File: src/hw/rtl/nt3_pkg.sv
// ----------------------------------------------------------------------------
// nt3_pkg
// Shared types and constants for the nearest-three-to-target sorter.
// ----------------------------------------------------------------------------
`default_nettype none

package nt3_pkg;

    localparam int          CFG_W       = 12;
    localparam int          APB_DW      = 32;
    localparam int          APB_AW      = 3;
    localparam int          OUT_FIELDS  = 3;
    localparam logic [11:0] EMPTY_RESET = 12'hFFF;

    // register index, taken from paddr[2]
    localparam logic        REG_EMPTY_DIST = 1'b0;

    typedef struct packed {
        logic load;
        logic clear;
    } t_cell_ctrl;

endpackage

`default_nettype wire

File: src/hw/rtl/nt3_cell.sv
// ----------------------------------------------------------------------------
// nt3_cell
// One sorter slot: holds a distance and a value, inserts or shifts from left.
// ----------------------------------------------------------------------------
`default_nettype none

module nt3_cell #(
    parameter int ANGLE_BITS = 12
) (
    input  wire                      i_clk,
    input  wire                      i_rst_n,
    input  wire nt3_pkg::t_cell_ctrl i_ctrl,
    input  wire  [ANGLE_BITS-1:0]    i_empty,
    input  wire  [ANGLE_BITS-1:0]    i_dist,
    input  wire  [ANGLE_BITS-1:0]    i_value,
    input  wire  [ANGLE_BITS-1:0]    i_left_d,
    input  wire  [ANGLE_BITS-1:0]    i_left_v,
    input  wire                      i_left_ins,
    output logic [ANGLE_BITS-1:0]    o_d,
    output logic [ANGLE_BITS-1:0]    o_v,
    output logic                     o_ins,
    output logic [ANGLE_BITS-1:0]    o_next_v
);
    import nt3_pkg::*;

    localparam logic [ANGLE_BITS-1:0] RST_D = ANGLE_BITS'(EMPTY_RESET);

    logic [ANGLE_BITS-1:0] r_d;
    logic [ANGLE_BITS-1:0] r_v;
    logic [ANGLE_BITS-1:0] n_d;
    logic [ANGLE_BITS-1:0] n_v;

    always_comb begin
        o_d   = i_ctrl.clear ? i_empty : r_d;
        o_v   = i_ctrl.clear ? '0 : r_v;
        o_ins = (i_dist < o_d);
        if (i_left_ins) begin
            n_d = i_left_d;
            n_v = i_left_v;
        end else if (o_ins) begin
            n_d = i_dist;
            n_v = i_value;
        end else begin
            n_d = o_d;
            n_v = o_v;
        end
        o_next_v = n_v;
    end

    always_ff @(posedge i_clk) begin
        if (!i_rst_n) begin
            r_d <= RST_D;
            r_v <= '0;
        end else if (i_ctrl.load) begin
            r_d <= n_d;
            r_v <= n_v;
        end
    end

endmodule

`default_nettype wire

File: src/hw/rtl/nt3_obuf.sv
// ----------------------------------------------------------------------------
// nt3_obuf
// Two-entry result buffer between the slot chain and the output stream.
// ----------------------------------------------------------------------------
`default_nettype none

module nt3_obuf #(
    parameter int W = 40
) (
    input  wire          i_clk,
    input  wire          i_rst_n,
    input  wire          i_valid,
    output logic         o_ready,
    input  wire  [W-1:0] i_data,
    output logic         o_valid,
    input  wire          i_ready,
    output logic [W-1:0] o_data
);
    logic [1:0]   r_cnt;
    logic [W-1:0] r_head;
    logic [W-1:0] r_tail;
    logic         push;
    logic         pop;

    assign o_ready = (r_cnt != 2'd2);
    assign o_valid = (r_cnt != 2'd0);
    assign o_data  = r_head;
    assign push    = i_valid && o_ready;
    assign pop     = o_valid && i_ready;

    always_ff @(posedge i_clk) begin
        if (!i_rst_n) begin
            r_cnt <= 2'd0;
        end else begin
            r_cnt <= r_cnt + {1'b0, push} - {1'b0, pop};
        end
    end

    always_ff @(posedge i_clk) begin
        if (pop && r_cnt == 2'd2) begin
            r_head <= r_tail;
        end
        if (push) begin
            if (r_cnt == 2'd0 || (r_cnt == 2'd1 && pop)) begin
                r_head <= i_data;
            end else begin
                r_tail <= i_data;
            end
        end
    end

endmodule

`default_nettype wire

File: src/hw/rtl/nearest_three_to_target_top.sv
// ----------------------------------------------------------------------------
// nearest_three_to_target_top
// Streaming sorter keeping the values closest to a target angle.
// ----------------------------------------------------------------------------
//  channel   dir  contents
//  s_axis    in   tdata: angle, target_angle; tuser: clear
//  m_axis    out  tdata: nearest_first, nearest_second, nearest_third
//  apb       in   reg 0 (addr 0): empty_distance, 12 bits
//
//  One request per cycle while the output buffer has room; each slot
//  cell compares and updates on accept, and the buffer registers the result.
//  Two-entry output buffer: input stalls only when both entries are full.
//  Synchronous active-low reset loads every slot with the empty sentinel.
// ----------------------------------------------------------------------------
`default_nettype none

module nearest_three_to_target_top #(
    parameter int SLOTS      = 3,
    parameter int ANGLE_BITS = 12,
    parameter int IN_W       = ((2 * ANGLE_BITS + 7) / 8) * 8,
    parameter int OUT_W      = ((3 * ANGLE_BITS + 7) / 8) * 8
) (
    input  wire                        i_clk,
    input  wire                        i_rst_n,
    // angle (low), target_angle
    input  wire  [IN_W-1:0]            s_axis_tdata,
    // clear
    input  wire                        s_axis_tuser,
    input  wire                        s_axis_tvalid,
    output logic                       s_axis_tready,
    // nearest_first (low), nearest_second, nearest_third
    output logic [OUT_W-1:0]           m_axis_tdata,
    output logic                       m_axis_tvalid,
    input  wire                        m_axis_tready,
    input  wire                        psel,
    input  wire                        penable,
    input  wire                        pwrite,
    input  wire  [nt3_pkg::APB_AW-1:0] paddr,
    input  wire  [nt3_pkg::APB_DW-1:0] pwdata,
    output logic [nt3_pkg::APB_DW-1:0] prdata,
    output logic                       pready
);
    import nt3_pkg::*;

    localparam int AB = ANGLE_BITS;

    logic [CFG_W-1:0]       r_empty;
    logic [AB+CFG_W-1:0]    empty_ext;
    logic [AB-1:0]          empty_d;
    logic signed [AB-1:0]   angle;
    logic signed [AB-1:0]   target;
    logic signed [AB:0]     diff;
    logic [AB:0]            mag;
    logic [AB-1:0]          new_dist;
    logic                   accept;
    t_cell_ctrl             ctrl;
    logic [AB-1:0]          link_d   [SLOTS+1];
    logic [AB-1:0]          link_v   [SLOTS+1];
    logic                   link_ins [SLOTS+1];
    logic [AB-1:0]          next_v   [SLOTS];
    logic [AB-1:0]          res      [OUT_FIELDS];
    logic [3*AB-1:0]        res_pack;

    // configuration
    assign pready = 1'b1;

    always_ff @(posedge i_clk) begin
        if (!i_rst_n) begin
            r_empty <= EMPTY_RESET;
        end else if (psel && penable && pwrite && pready && paddr[2] == REG_EMPTY_DIST) begin
            r_empty <= pwdata[CFG_W-1:0];
        end
    end

    assign prdata    = (paddr[2] == REG_EMPTY_DIST) ? APB_DW'(r_empty) : '0;
    assign empty_ext = {{AB{1'b0}}, r_empty};
    assign empty_d   = empty_ext[AB-1:0];

    // distance, saturated to AB bits
    assign angle    = s_axis_tdata[AB-1:0];
    assign target   = s_axis_tdata[2*AB-1:AB];
    assign diff     = {angle[AB-1], angle} - {target[AB-1], target};
    assign mag      = diff[AB] ? (~diff + 1'b1) : diff;
    assign new_dist = mag[AB] ? '1 : mag[AB-1:0];

    assign accept     = s_axis_tvalid && s_axis_tready;
    assign ctrl.load  = accept;
    assign ctrl.clear = s_axis_tuser;

    assign link_d[0]   = '0;
    assign link_v[0]   = '0;
    assign link_ins[0] = 1'b0;

    for (genvar i = 0; i < SLOTS; i++) begin : g_cell
        nt3_cell #(
            .ANGLE_BITS (AB)
        ) u_cell (
            .i_clk      (i_clk),
            .i_rst_n    (i_rst_n),
            .i_ctrl     (ctrl),
            .i_empty    (empty_d),
            .i_dist     (new_dist),
            .i_value    (angle),
            .i_left_d   (link_d[i]),
            .i_left_v   (link_v[i]),
            .i_left_ins (link_ins[i]),
            .o_d        (link_d[i+1]),
            .o_v        (link_v[i+1]),
            .o_ins      (link_ins[i+1]),
            .o_next_v   (next_v[i])
        );
    end

    for (genvar k = 0; k < OUT_FIELDS; k++) begin : g_res
        if (k < SLOTS) begin : g_slot
            assign res[k] = next_v[k];
        end else begin : g_zero
            assign res[k] = '0;
        end
        assign res_pack[k*AB +: AB] = res[k];
    end

    nt3_obuf #(
        .W (OUT_W)
    ) u_obuf (
        .i_clk   (i_clk),
        .i_rst_n (i_rst_n),
        .i_valid (s_axis_tvalid),
        .o_ready (s_axis_tready),
        .i_data  (OUT_W'(res_pack)),
        .o_valid (m_axis_tvalid),
        .i_ready (m_axis_tready),
        .o_data  (m_axis_tdata)
    );

endmodule

`default_nettype wire

File: config.mk
export PLATFORM = sky130hd
export DESIGN_NAME = nearest_three_to_target_top
export DESIGN_NICKNAME = d
export VERILOG_FILES = /design/src/hw/rtl/nt3_pkg.sv /design/src/hw/rtl/nt3_cell.sv /design/src/hw/rtl/nt3_obuf.sv /design/src/hw/rtl/nearest_three_to_target_top.sv
export SDC_FILE = /design/constraint.sdc
export NUM_CORES = 1
export LEC_CHECK = 0
export BUFFER_PORTS_ARGS = -buffer_cell sky130_fd_sc_hd__buf_2
export CORE_UTILIZATION = 44
export CTS_BUF_LIST = sky130_fd_sc_hd__clkbuf_8
export DETAILED_ROUTE_END_ITERATION = 10
export PLACE_DENSITY = 0.69
export SLEW_MARGIN = 10
export SYNTH_ARGS = -nofsm -noshare
export SYNTH_HDL_FRONTEND = slang
export SYNTH_SLANG_ARGS = --single-unit
File: constraint.sdc
create_clock -name i_clk -period 6.9 [get_ports i_clk]
set_clock_uncertainty 0.15 [all_clocks]
set_input_delay 1.38 -clock i_clk [delete_from_list [all_inputs] [get_ports i_clk]]
set_output_delay 1.38 -clock i_clk [all_outputs]
set_load 0.1 [all_outputs]
# [Word-level counts from Yosys, hierarchy flattened]
# Cells that the tools add are included.
# W data, S select, Z words.
[word_totals] in_bits=67 ram_bits=0 latch_bits=0 n_memories=0 word_cells=56 ff_bits=162 out_inout_bits=75 rom_bits=0
[op_classes] n_reduce_logical=11 n_lt_le_gt_ge=3 bitwise=3 add_sub_neg=4 multipliers=0 mux=22 n_shift=0 n_div=0 eq_ne=3
[op_table] cell="$mux W12" count=18
[op_table] cell="$mux W40" count=3
[op_table] cell="$lt A12 B12 Y1" count=3
[op_table] cell="$add A13 B1 Y13 const B" count=1
[op_table] cell="$mux W13" count=1
[op_table] cell="$not A13 Y13" count=1
[op_table] cell="$sub A12 B12 Y13" count=1
[op_table] cell="$logic_and A1 B1 Y1" count=7
[op_table] cell="$add A2 B1 Y2" count=1
[op_table] cell="$eq A2 B1 Y1 const B" count=1
[op_table] cell="$eq A2 B2 Y1 const B" count=1
[op_table] cell="$logic_not A2 Y1" count=1
[op_table] cell="$ne A2 B2 Y1 const B" count=1
[op_table] cell="$not A1 Y1" count=2
[op_table] cell="$reduce_and A2 Y1" count=1
[op_table] cell="$reduce_bool A2 Y1" count=1
[op_table] cell="$sub A2 B1 Y2" count=1
[op_table] cell="$logic_or A1 B1 Y1" count=1

# [Longest topological paths before layout]
# Gate-level depths: netlist (run 1).
[depth] word_depth=10 mapped_depth=27 ltp_nobuf=24

# [Modules after synthesis]
# From an unflattened synthesis (run 1), not the netlist that was laid out.
[unflattened] hier_cells=1350 hier_area_um2=11823.8
[by_module_without_submodules] module="nt3_cell (g_cell[0].u_cell ...)" cells_per_inst=277 area_per_inst_um2=2168.3 seq_area_each_um2=480.5 n_inst=2
[by_module_without_submodules] module="nt3_obuf" cells_per_inst=188 area_per_inst_um2=3188.1 seq_area_each_um2=2042.0 n_inst=1
[by_module_without_submodules] module="nt3_cell (g_cell[2].u_cell)" cells_per_inst=376 area_per_inst_um2=2578.7 seq_area_each_um2=480.5 n_inst=1
[by_module_without_submodules] module="nearest_three_to_target_top" cells_per_inst=232 area_per_inst_um2=1720.4 seq_area_each_um2=240.2 n_inst=1

# [Worst setup path after synthesis (run 1)]
# OpenSTA, ideal clock, no wires.
[synth_timing] kind="in2reg" from="input s_axis_tdata[0]" to="register u_obuf.r_tail[24] (data pin)" setup_time_ns=0.260 required_ns=6.490 cell_stages=24 slack_ns=0.562 n_path_buf=3 arrival_time_ns=5.928 cell_sequence="inv_1 > ha_1 > fa_1 > nand2b_1 > a211oi_2 > a41oi_2 > o211a_1 > or2_1 > and4_1 > buf_2 > nor2_1 > inv_1 > ha_1 > a21o_1 > a21o_1 > a21oi_1 > and3_1 > a21oi_1 > a2111oi_1 > buf_4 > buf_2 > a311oi_1 > a211oi_2 > inv_1"
[synth_via] elab_chain_len=8 word_cells_on_any_way=9 cone_classes="2 x add/sub; 2 x order compare; 4 x mux; 1 x bitwise"
[synth_rtl] item="start, declared" line="nearest_three_to_target_top.sv:26" rtl="input wire [IN_W-1:0] s_axis_tdata,"
[synth_rtl] item="$sub A12 B12 Y13" line="nearest_three_to_target_top.sv:82" rtl="assign diff = {angle[AB-1], angle} - {target[AB-1], target};"
[synth_rtl] item="$not A13 Y13" line="nearest_three_to_target_top.sv:83" rtl="assign mag = diff[AB] ? (~diff + 1'b1) : diff;"
[synth_rtl] item="$add A13 B1 Y13" line="nearest_three_to_target_top.sv:83"
[synth_rtl] item="$mux W13" line="nearest_three_to_target_top.sv:83"
[synth_rtl] item="$mux W12" line="nearest_three_to_target_top.sv:84" rtl="assign new_dist = mag[AB] ? '1 : mag[AB-1:0];"
[synth_rtl] item="$lt A12 B12 Y1" line="nt3_cell.sv:36" rtl="o_ins = (i_dist < o_d);"
[synth_rtl] item="$mux W12" line="nt3_cell.sv:40" rtl="end else if (o_ins) begin"
[synth_rtl] item="$mux W12 (*)" line="nt3_cell.sv:37" rtl="if (i_left_ins) begin"
[synth_rtl] item="via g_cell[2].u_cell.o_next_v[0]" line="nt3_cell.sv:22" rtl="output logic [ANGLE_BITS-1:0] o_next_v"
[synth_rtl] item="end signal, assigned" line="nt3_obuf.sv:47" rtl="r_tail <= i_data;"
[synth_rtl] item="end, declared" line="nt3_obuf.sv:21" rtl="logic [W-1:0] r_tail;"
# The timed path passes the listed nets; every way through them passes the cells marked *.
# A chain may end at the register's enable or synchronous reset.

# [Worst setup path after layout (run 1)]
[layout_timing] from="input s_axis_tdata[0]" to="register u_obuf.r_tail[16] (data pin)"
[layout_via] elab_chain_len=8 word_cells_on_any_way=9 cone_classes="2 x add/sub; 2 x order compare; 4 x mux; 1 x bitwise"
[layout_rtl] item="$sub A12 B12 Y13 (*)" line="nearest_three_to_target_top.sv:82"
[layout_rtl] item="$not A13 Y13" line="nearest_three_to_target_top.sv:83"
[layout_rtl] item="$add A13 B1 Y13" line="nearest_three_to_target_top.sv:83"
[layout_rtl] item="$mux W13 (*)" line="nearest_three_to_target_top.sv:83"
[layout_rtl] item="$mux W12 (*)" line="nearest_three_to_target_top.sv:84"
[layout_rtl] item="$lt A12 B12 Y1" line="nt3_cell.sv:36"
[layout_rtl] item="$mux W12" line="nt3_cell.sv:40"
[layout_rtl] item="$mux W12 (*)" line="nt3_cell.sv:37"
[layout_rtl] item="via g_cell[1].u_cell.o_next_v[4]" line="nt3_cell.sv:22"
# Marked as above.

==> reports/metrics.yaml, run 1 <==
status: "complete, no violations"
worst_hold_slack_ns: 0.3202
finalCriticalPeriod_ns: 6.566
final_cell_mix: "nand2_1 (160), dfxtp_1 (126), buf_2 (98)"
synth_ff_type: "dfxtp_1"
drt_first_pass_iters: 5
combPwrFrac_pct: 53.6
numPortBuffers: 98
seq_area_frac_synth_pct: 35.73
crit_path_start_kind: "input port"
seq_area_mm2: 0.003603
rr_startpoint: "empty_d[5]$_SDFFE_PN1P_"
timing.final.ws_setup_ns: 0.3343
async_reset_ff_share_pct: 0
p_sw_mw: 2.102
synth.distinct_cells: 73
synth_seq_cells: 162
rsz0062_at_grt: "no"
maxCapViolations: 0
timing_hold_violations_final: 0
syn_area_mm2: 0.01008
fin_nets: 1423
post_drt_via_cell_ratio: 5.479
synth_edf_count: 36
ioPinCount: 142
max_freq_mhz: 152.3
worst-setup-path-type: "in2reg"
design_area_mm2: 0.01159
r2r_setup_slack_ns: 3.26
ff2ff_path_depth: 14
grt_pass1_wl_mm: 42.04
dpl_cell_area_mm2: 0.01115
mostFrequentLayoutCell: "nand2_1"
yosysWarnings: 0
clock-sinks: 162
cpPeakStageDelay_ns: 0.44
post_synth_inst_count: 1191
hp-class: "reg2reg"
finalMaxSlewViolations: 0
grt_overflow_total: 0
pre_cts_slack_ns: -0.3653
start_util_pct: 44.68
p_int_mw: 2.150
slowest_stage: "a221oi_1"
die_area_mm2: 0.02353
postSynthAreaPerCell_um2: 8.467
multi_input_area_mm2: 0.005856
drt-initial-drc-count: 662
clkLatencyLatePin_ns: 0.47
wl_mm: 26.01
power_density_mw_per_mm2: 366.7
root_buffer: "clkbuf_8"
finalCritPeriodShare_pct: 95.15
fp.coreArea_mm2: 0.02257
power.share.sequential_pct: 30.5
rows: 55
post-dp-hpwl_mm: 18.70
arrival_ns: 6.63
crit_chain: "buf_2, inv_1, ha_1, fa_1, nand2b_1, a211oi_2, a41oi_2, o211a_1, or2_1, and4_1, buf_4, nor2_1, inv_1, ha_1, nand4_1, o21ai_0, nand4_1, a211oi_2, a2111oi_4, buf_6, and2_1, buf_12, a221oi_1, inv_1"
end_kind: "register"
antenna_found_initial: 0
grt_max_degree: 88
setup_violations: 0
fillers: 2142
cts.path.max_buffers: 2
syn2layout_area_growth_pct: 14.98
cts.reportedPaths.clkPinSlew_ns: 0.09
hp-start: "g_cell[0].u_cell.r_d[6]$_SDFFE_PN1P_"
grt_usage_pct: 22.35
antenna_left: 0
drc: 0
crit_path_max_fanout: 25
worstPathRequired_ns: 6.96
die_h_um: 153.4
cpMostUsedCell: "inv_1"
r2r_end: "u_obuf.r_tail[31]$_DFFE_PP_"
routabilityCongestion: 0.8788
worst_pin_slew_ns: 0.8878
drive_gt1_share_pct: 20.94
numCtsBuffers: 17
diodes: 0
leakagePower_nw: 5.240
fp.dieW_um: 153.4
routedWlPerCell_um: 16.18
finalSetupTns_ns: 0
clock_power_share_pct: 15.9
grt_pass1_vias: 8150
switching_share_pct: 49.43
ir_worst_vdd_mv: 0.2165
tritoncts: "done"
worstSetupEndpoint: "u_obuf.r_tail[16]$_DFFE_PP_"
vias: 8811
relSlewSlack_pct: 40.72
cts_max_level: 4
setup.worst_path.start: "s_axis_tdata[0]"
kinds of logic after synthesis:
group,synth area share [%]
simple gates,20.79
compound gates,21.18
flops,35.73
buf+inv,7.382
mux,7.258
fa+ha+maj,5.782
xor+xnor,1.799
other cells,0.07447
through the flow:
| step | power, mW | utilization (%) | cells |
|---|---|---|---|
| after floorplan | 3.064 | - | 1210 |
| after global placement | 3.540 | 49.40 | 1573 |
| after detailed placement | 3.566 | 49.40 | 1573 |
| after CTS | 4.247 | 51.06 | 1605 |
| after global routing | 4.494 | 51.37 | 1608 |
| final | 4.252 | 51.37 | 1608 |
power groups by stage:
stage               Clock [mW]  Combinational, mW  Sequential [mW]
floorplan                    0               1.10             1.97
global route             0.728               2.44             1.32
CTS                      0.693               2.26             1.30
finish                   0.677               2.28             1.30
global placement             0               2.23             1.31
detailed placement           0               2.25             1.32
registers in the layout, indices dropped and copies added, names as in the netlist:
signal and cells:
g_cell.u_cell.r_d 36, empty_d 12, u_obuf.r_cnt 2, g_cell.u_cell.r_v 36, u_obuf.o_data 40, u_obuf.r_tail 36
synthesized netlist by cell type, types with 5 or more instances:
cell       number  area, µm²
mux2_2         13      146.4
a2111oi_0       5      43.79
inv_1          59      221.5
a31oi_1        33      206.5
nand2b_1       19      118.9
a211oi_2       14      175.2
o21ai_0        72      360.4
nand3_1        29      145.1
ha_1           45      563.0
a221oi_2       10      150.1
edfxtp_1       36       1081
nand4_1        11      68.82
and3_1         10      62.56
nor2_1         78      292.8
xor2_1          5      43.79
clkbuf_1       53      198.9
a211oi_1        6      45.04
buf_4          25      187.7
nand2_1       160      600.6
nor3b_1        18      135.1
nor2b_1        54      337.8
xnor2_1        12      105.1
a21oi_1        50      250.2
buf_2          16      80.08
mux2i_1        57      570.6
o21a_1         13      97.59
nor3_1          8      40.04
o31ai_1         7      52.55
and2_1         19      118.9
dfxtp_1       126       2522
o211ai_1       24      180.2
a311oi_1       14      122.6
o21ai_1        15      75.07
a21o_1         12      90.09
metal layers:
metal  GRT usage, %  share of wire (%)
met3          3.431                3.7
met1          28.47                 46
met5              0                  0
met2          38.07                 48
met4          8.381                2.7
worst max-delay path, delay by kind of cell:
kind	cells	cell delay, ns
AOI/OAI and AO/OA	7	1.97
and+or+nand+nor	7	1.43
adders and majority gates	3	0.91
buffers and inverters	7	0.89
cell type report:
cell class / count / area share [%]
inverters: 61 / 1.975
repair buffers: 182 / 10.13
well taps: 285 / 3.075
flip-flops and latches: 162 / 31.08
clock inverters: 14 / 1.101
multi-input cells: 886 / 50.50
clock buffers: 18 / 2.137
how the worst min path moves through the flow:
| stage | depth (start not counted) | end | slack, ns |
|---|---|---|---|
| after floorplan | 2 | g_cell[0].u_cell.r_d[10]$_SDFFE_PN1P_ | 0.29 |
| after global placement | 2 | g_cell[0].u_cell.r_d[1]$_SDFFE_PN1P_ | 0.30 |
| after detailed placement | 2 | g_cell[0].u_cell.r_d[6]$_SDFFE_PN1P_ | 0.31 |
| after CTS | 2 | g_cell[0].u_cell.r_d[6]$_SDFFE_PN1P_ | 0.33 |
| after global routing | 2 | g_cell[0].u_cell.r_d[6]$_SDFFE_PN1P_ | 0.34 |
| final | 2 | g_cell[0].u_cell.r_d[6]$_SDFFE_PN1P_ | 0.32 |
timing repair:
item | CTS | global route
setup buffers | 0 | 3
resized for setup | 0 | 5
hold buffers | 0 | 0
setup endpoints to repair | 0 | 72
No activity file was read; power rests on OpenSTA's default activity.
==> run 2: changes to the inputs <==
--- a/config.mk
+++ b/config.mk
@@ -6,10 +6,10 @@
 export NUM_CORES = 1
 export LEC_CHECK = 0
 export BUFFER_PORTS_ARGS = -buffer_cell sky130_fd_sc_hd__buf_2
-export CORE_UTILIZATION = 44
+export CORE_UTILIZATION = 30
 export CTS_BUF_LIST = sky130_fd_sc_hd__clkbuf_8
 export DETAILED_ROUTE_END_ITERATION = 10
-export PLACE_DENSITY = 0.69
+export PLACE_DENSITY = 0.52
 export SLEW_MARGIN = 10
 export SYNTH_ARGS = -nofsm -noshare
 export SYNTH_HDL_FRONTEND = slang
==> run 2 against run 1 <==
Net effect:
- non-clock buffer count up 45
- final area up 4.9%
- via count up 1.8%
- sequential share of layout area down 1.5 points
- global-route usage down 5.2 points
- count of clock-buffer cells in the layout down 1
- first-iteration DRC count down 9.7%
- die area up 46%
- total power up 1.6%
- maximum frequency down 0.19%
- sequential power about the same
- setup slack worse by 0.012 ns
==> reports/metrics.yaml, run 2 (synthesis results as in run 1) <==
clock-sinks: 162
worst_pin_slew_ns: 0.9274
post-dp-hpwl_mm: 20.94
grt_max_degree: 65
numCtsBuffers: 17
ioPinCount: 142
antenna_found_initial: 0
root_buffer: "clkbuf_8"
seq_area_mm2: 0.003603
finalCriticalPeriod_ns: 6.578
mostFrequentLayoutCell: "nand2_1"
slowest_stage: "a211oi_1"
syn2layout_area_growth_pct: 20.62
end_kind: "register"
ff2ff_path_depth: 14
fillers: 3419
routedWlPerCell_um: 16.16
post_drt_via_cell_ratio: 4.957
fp.dieW_um: 185.3
fin_util_pct: 37.10
vias: 8972
drc: 0
antenna_left: 0
worst-setup-path-type: "in2reg"
dpl_cell_area_mm2: 0.01173
fin_nets: 1468
maxCapViolations: 0
drt-initial-drc-count: 598
crit_path_max_fanout: 12
die_area_mm2: 0.03435
hp-class: "reg2reg"
cts.reportedPaths.clkPinSlew_ns: 0.10
finalCritPeriodShare_pct: 95.33
design_area_mm2: 0.01216
relSlewSlack_pct: 38.17
timing_hold_violations_final: 0
grt_pass1_vias: 8401
setup_violations: 0
finalSetupTns_ns: 0
final_cell_mix: "nand2_1 (159), dfxtp_1 (126), buf_4 (121)"
max_freq_mhz: 152.0
diodes: 0
cts.path.max_buffers: 2
routabilityCongestion: 0.8230
power_density_mw_per_mm2: 355.0
drt_first_pass_iters: 5
hp-start: "g_cell[0].u_cell.r_d[10]$_SDFFE_PN1P_"
largest_reg_flops: 40
ir_worst_vdd_mv: 0.2579
grt_overflow_total: 0
crit_path_start_kind: "input port"
hold_end: "g_cell[0].u_cell.r_d[10]$_SDFFE_PN1P_"
hold_depth: 2
worstPathRequired_ns: 6.98
numPortBuffers: 98
r2r_setup_slack_ns: 3.16
grt_pass1_wl_mm: 45.84
multi_input_area_mm2: 0.005873
r2r_end: "u_obuf.r_tail[32]$_DFFE_PP_"
cts_hold_buf: 0
fp.coreArea_mm2: 0.03278
clkLatencyLatePin_ns: 0.46
start_util_pct: 30.76
finalMaxSlewViolations: 0
wl_mm: 29.25
drive_gt1_share_pct: 23.54
arrival_ns: 6.65
grt_usage_pct: 17.19
die_h_um: 185.3
rsz0062_at_grt: "no"
status: "complete, no violations"
rr_startpoint: "empty_d[5]$_SDFFE_PN1P_"
cpPeakStageDelay_ns: 0.48
rows: 66
leakagePower_nw: 5.478
tritoncts: "done"
cts_max_level: 4
run 2: layout make-up:
cell class	count	share of cell area (%)
inverter	61	1.882
clock buffer	17	1.923
sequential	162	29.62
clock inverter	15	0.9257
multi-input combinational	886	48.28
timing repair buffer	227	12.82
tap	442	4.546
run 2: worst max-delay path: cells and delay by family:
kind,cells,cell delay [ns]
compound gates,7,1.99
simple gates,7,1.35
buf+inv,8,1.02
fa+ha+maj,3,0.93
run 2: worst max-delay path by stage:
stage / start / end / slack, ns / depth (start not counted)
final: s_axis_tdata[0] / u_obuf.r_tail[16]$_DFFE_PP_ / 0.32 / 25
after global routing: s_axis_tdata[0] / u_obuf.r_tail[31]$_DFFE_PP_ / 0.03 / 25
after CTS: s_axis_tdata[0] / u_obuf.o_data[33]$_DFF_P_ / 0.07 / 26
after detailed placement: s_axis_tdata[0] / u_obuf.o_data[33]$_DFF_P_ / -0.43 / 26
after global placement: s_axis_tdata[0] / u_obuf.o_data[33]$_DFF_P_ / -0.33 / 26
after floorplan: s_axis_tdata[0] / u_obuf.r_tail[24]$_DFFE_PP_ / 0.56 / 24
run 2: repair_timing:
action                                 CTS  global route
gates resized for setup                  0             9
setup buffers                            0             2
setup endpoints to repair                0            82
endpoints found under the hold margin    0             0
run 2: layer usage:
| metal | vias up | GRT usage (%) | share of wire [%] |
|---|---|---|---|
| met5 | - | 0 | 0 |
| met4 | 0 | 6.645 | 3.1 |
| met3 | 46 | 2.694 | 3.4 |
| met2 | 173 | 29.36 | 48 |
| met1 | 4246 | 21.54 | 45 |
| li1 | 4507 | - | - |
run 2: metrics by stage:
stage | worst slack (ns) | total power, mW | hold slack, ns | cells
floorplan | 0.5623 | 3.064 | 0.2898 | 1210
global placement | -0.3348 | 3.650 | 0.2989 | 1776
detailed placement | -0.4346 | 3.667 | 0.3062 | 1776
CTS | 0.07008 | 4.329 | 0.3256 | 1808
global route | 0.02876 | 4.596 | 0.3451 | 1810
finish | 0.3220 | 4.318 | 0.3211 | 1810
run 2: power by group:
group | switching, mW | total [mW] | internal, mW
Combinational | 1.66 | 2.37 | 0.711
Clock | 0.397 | 0.650 | 0.253
Sequential | 0.0960 | 1.30 | 1.20
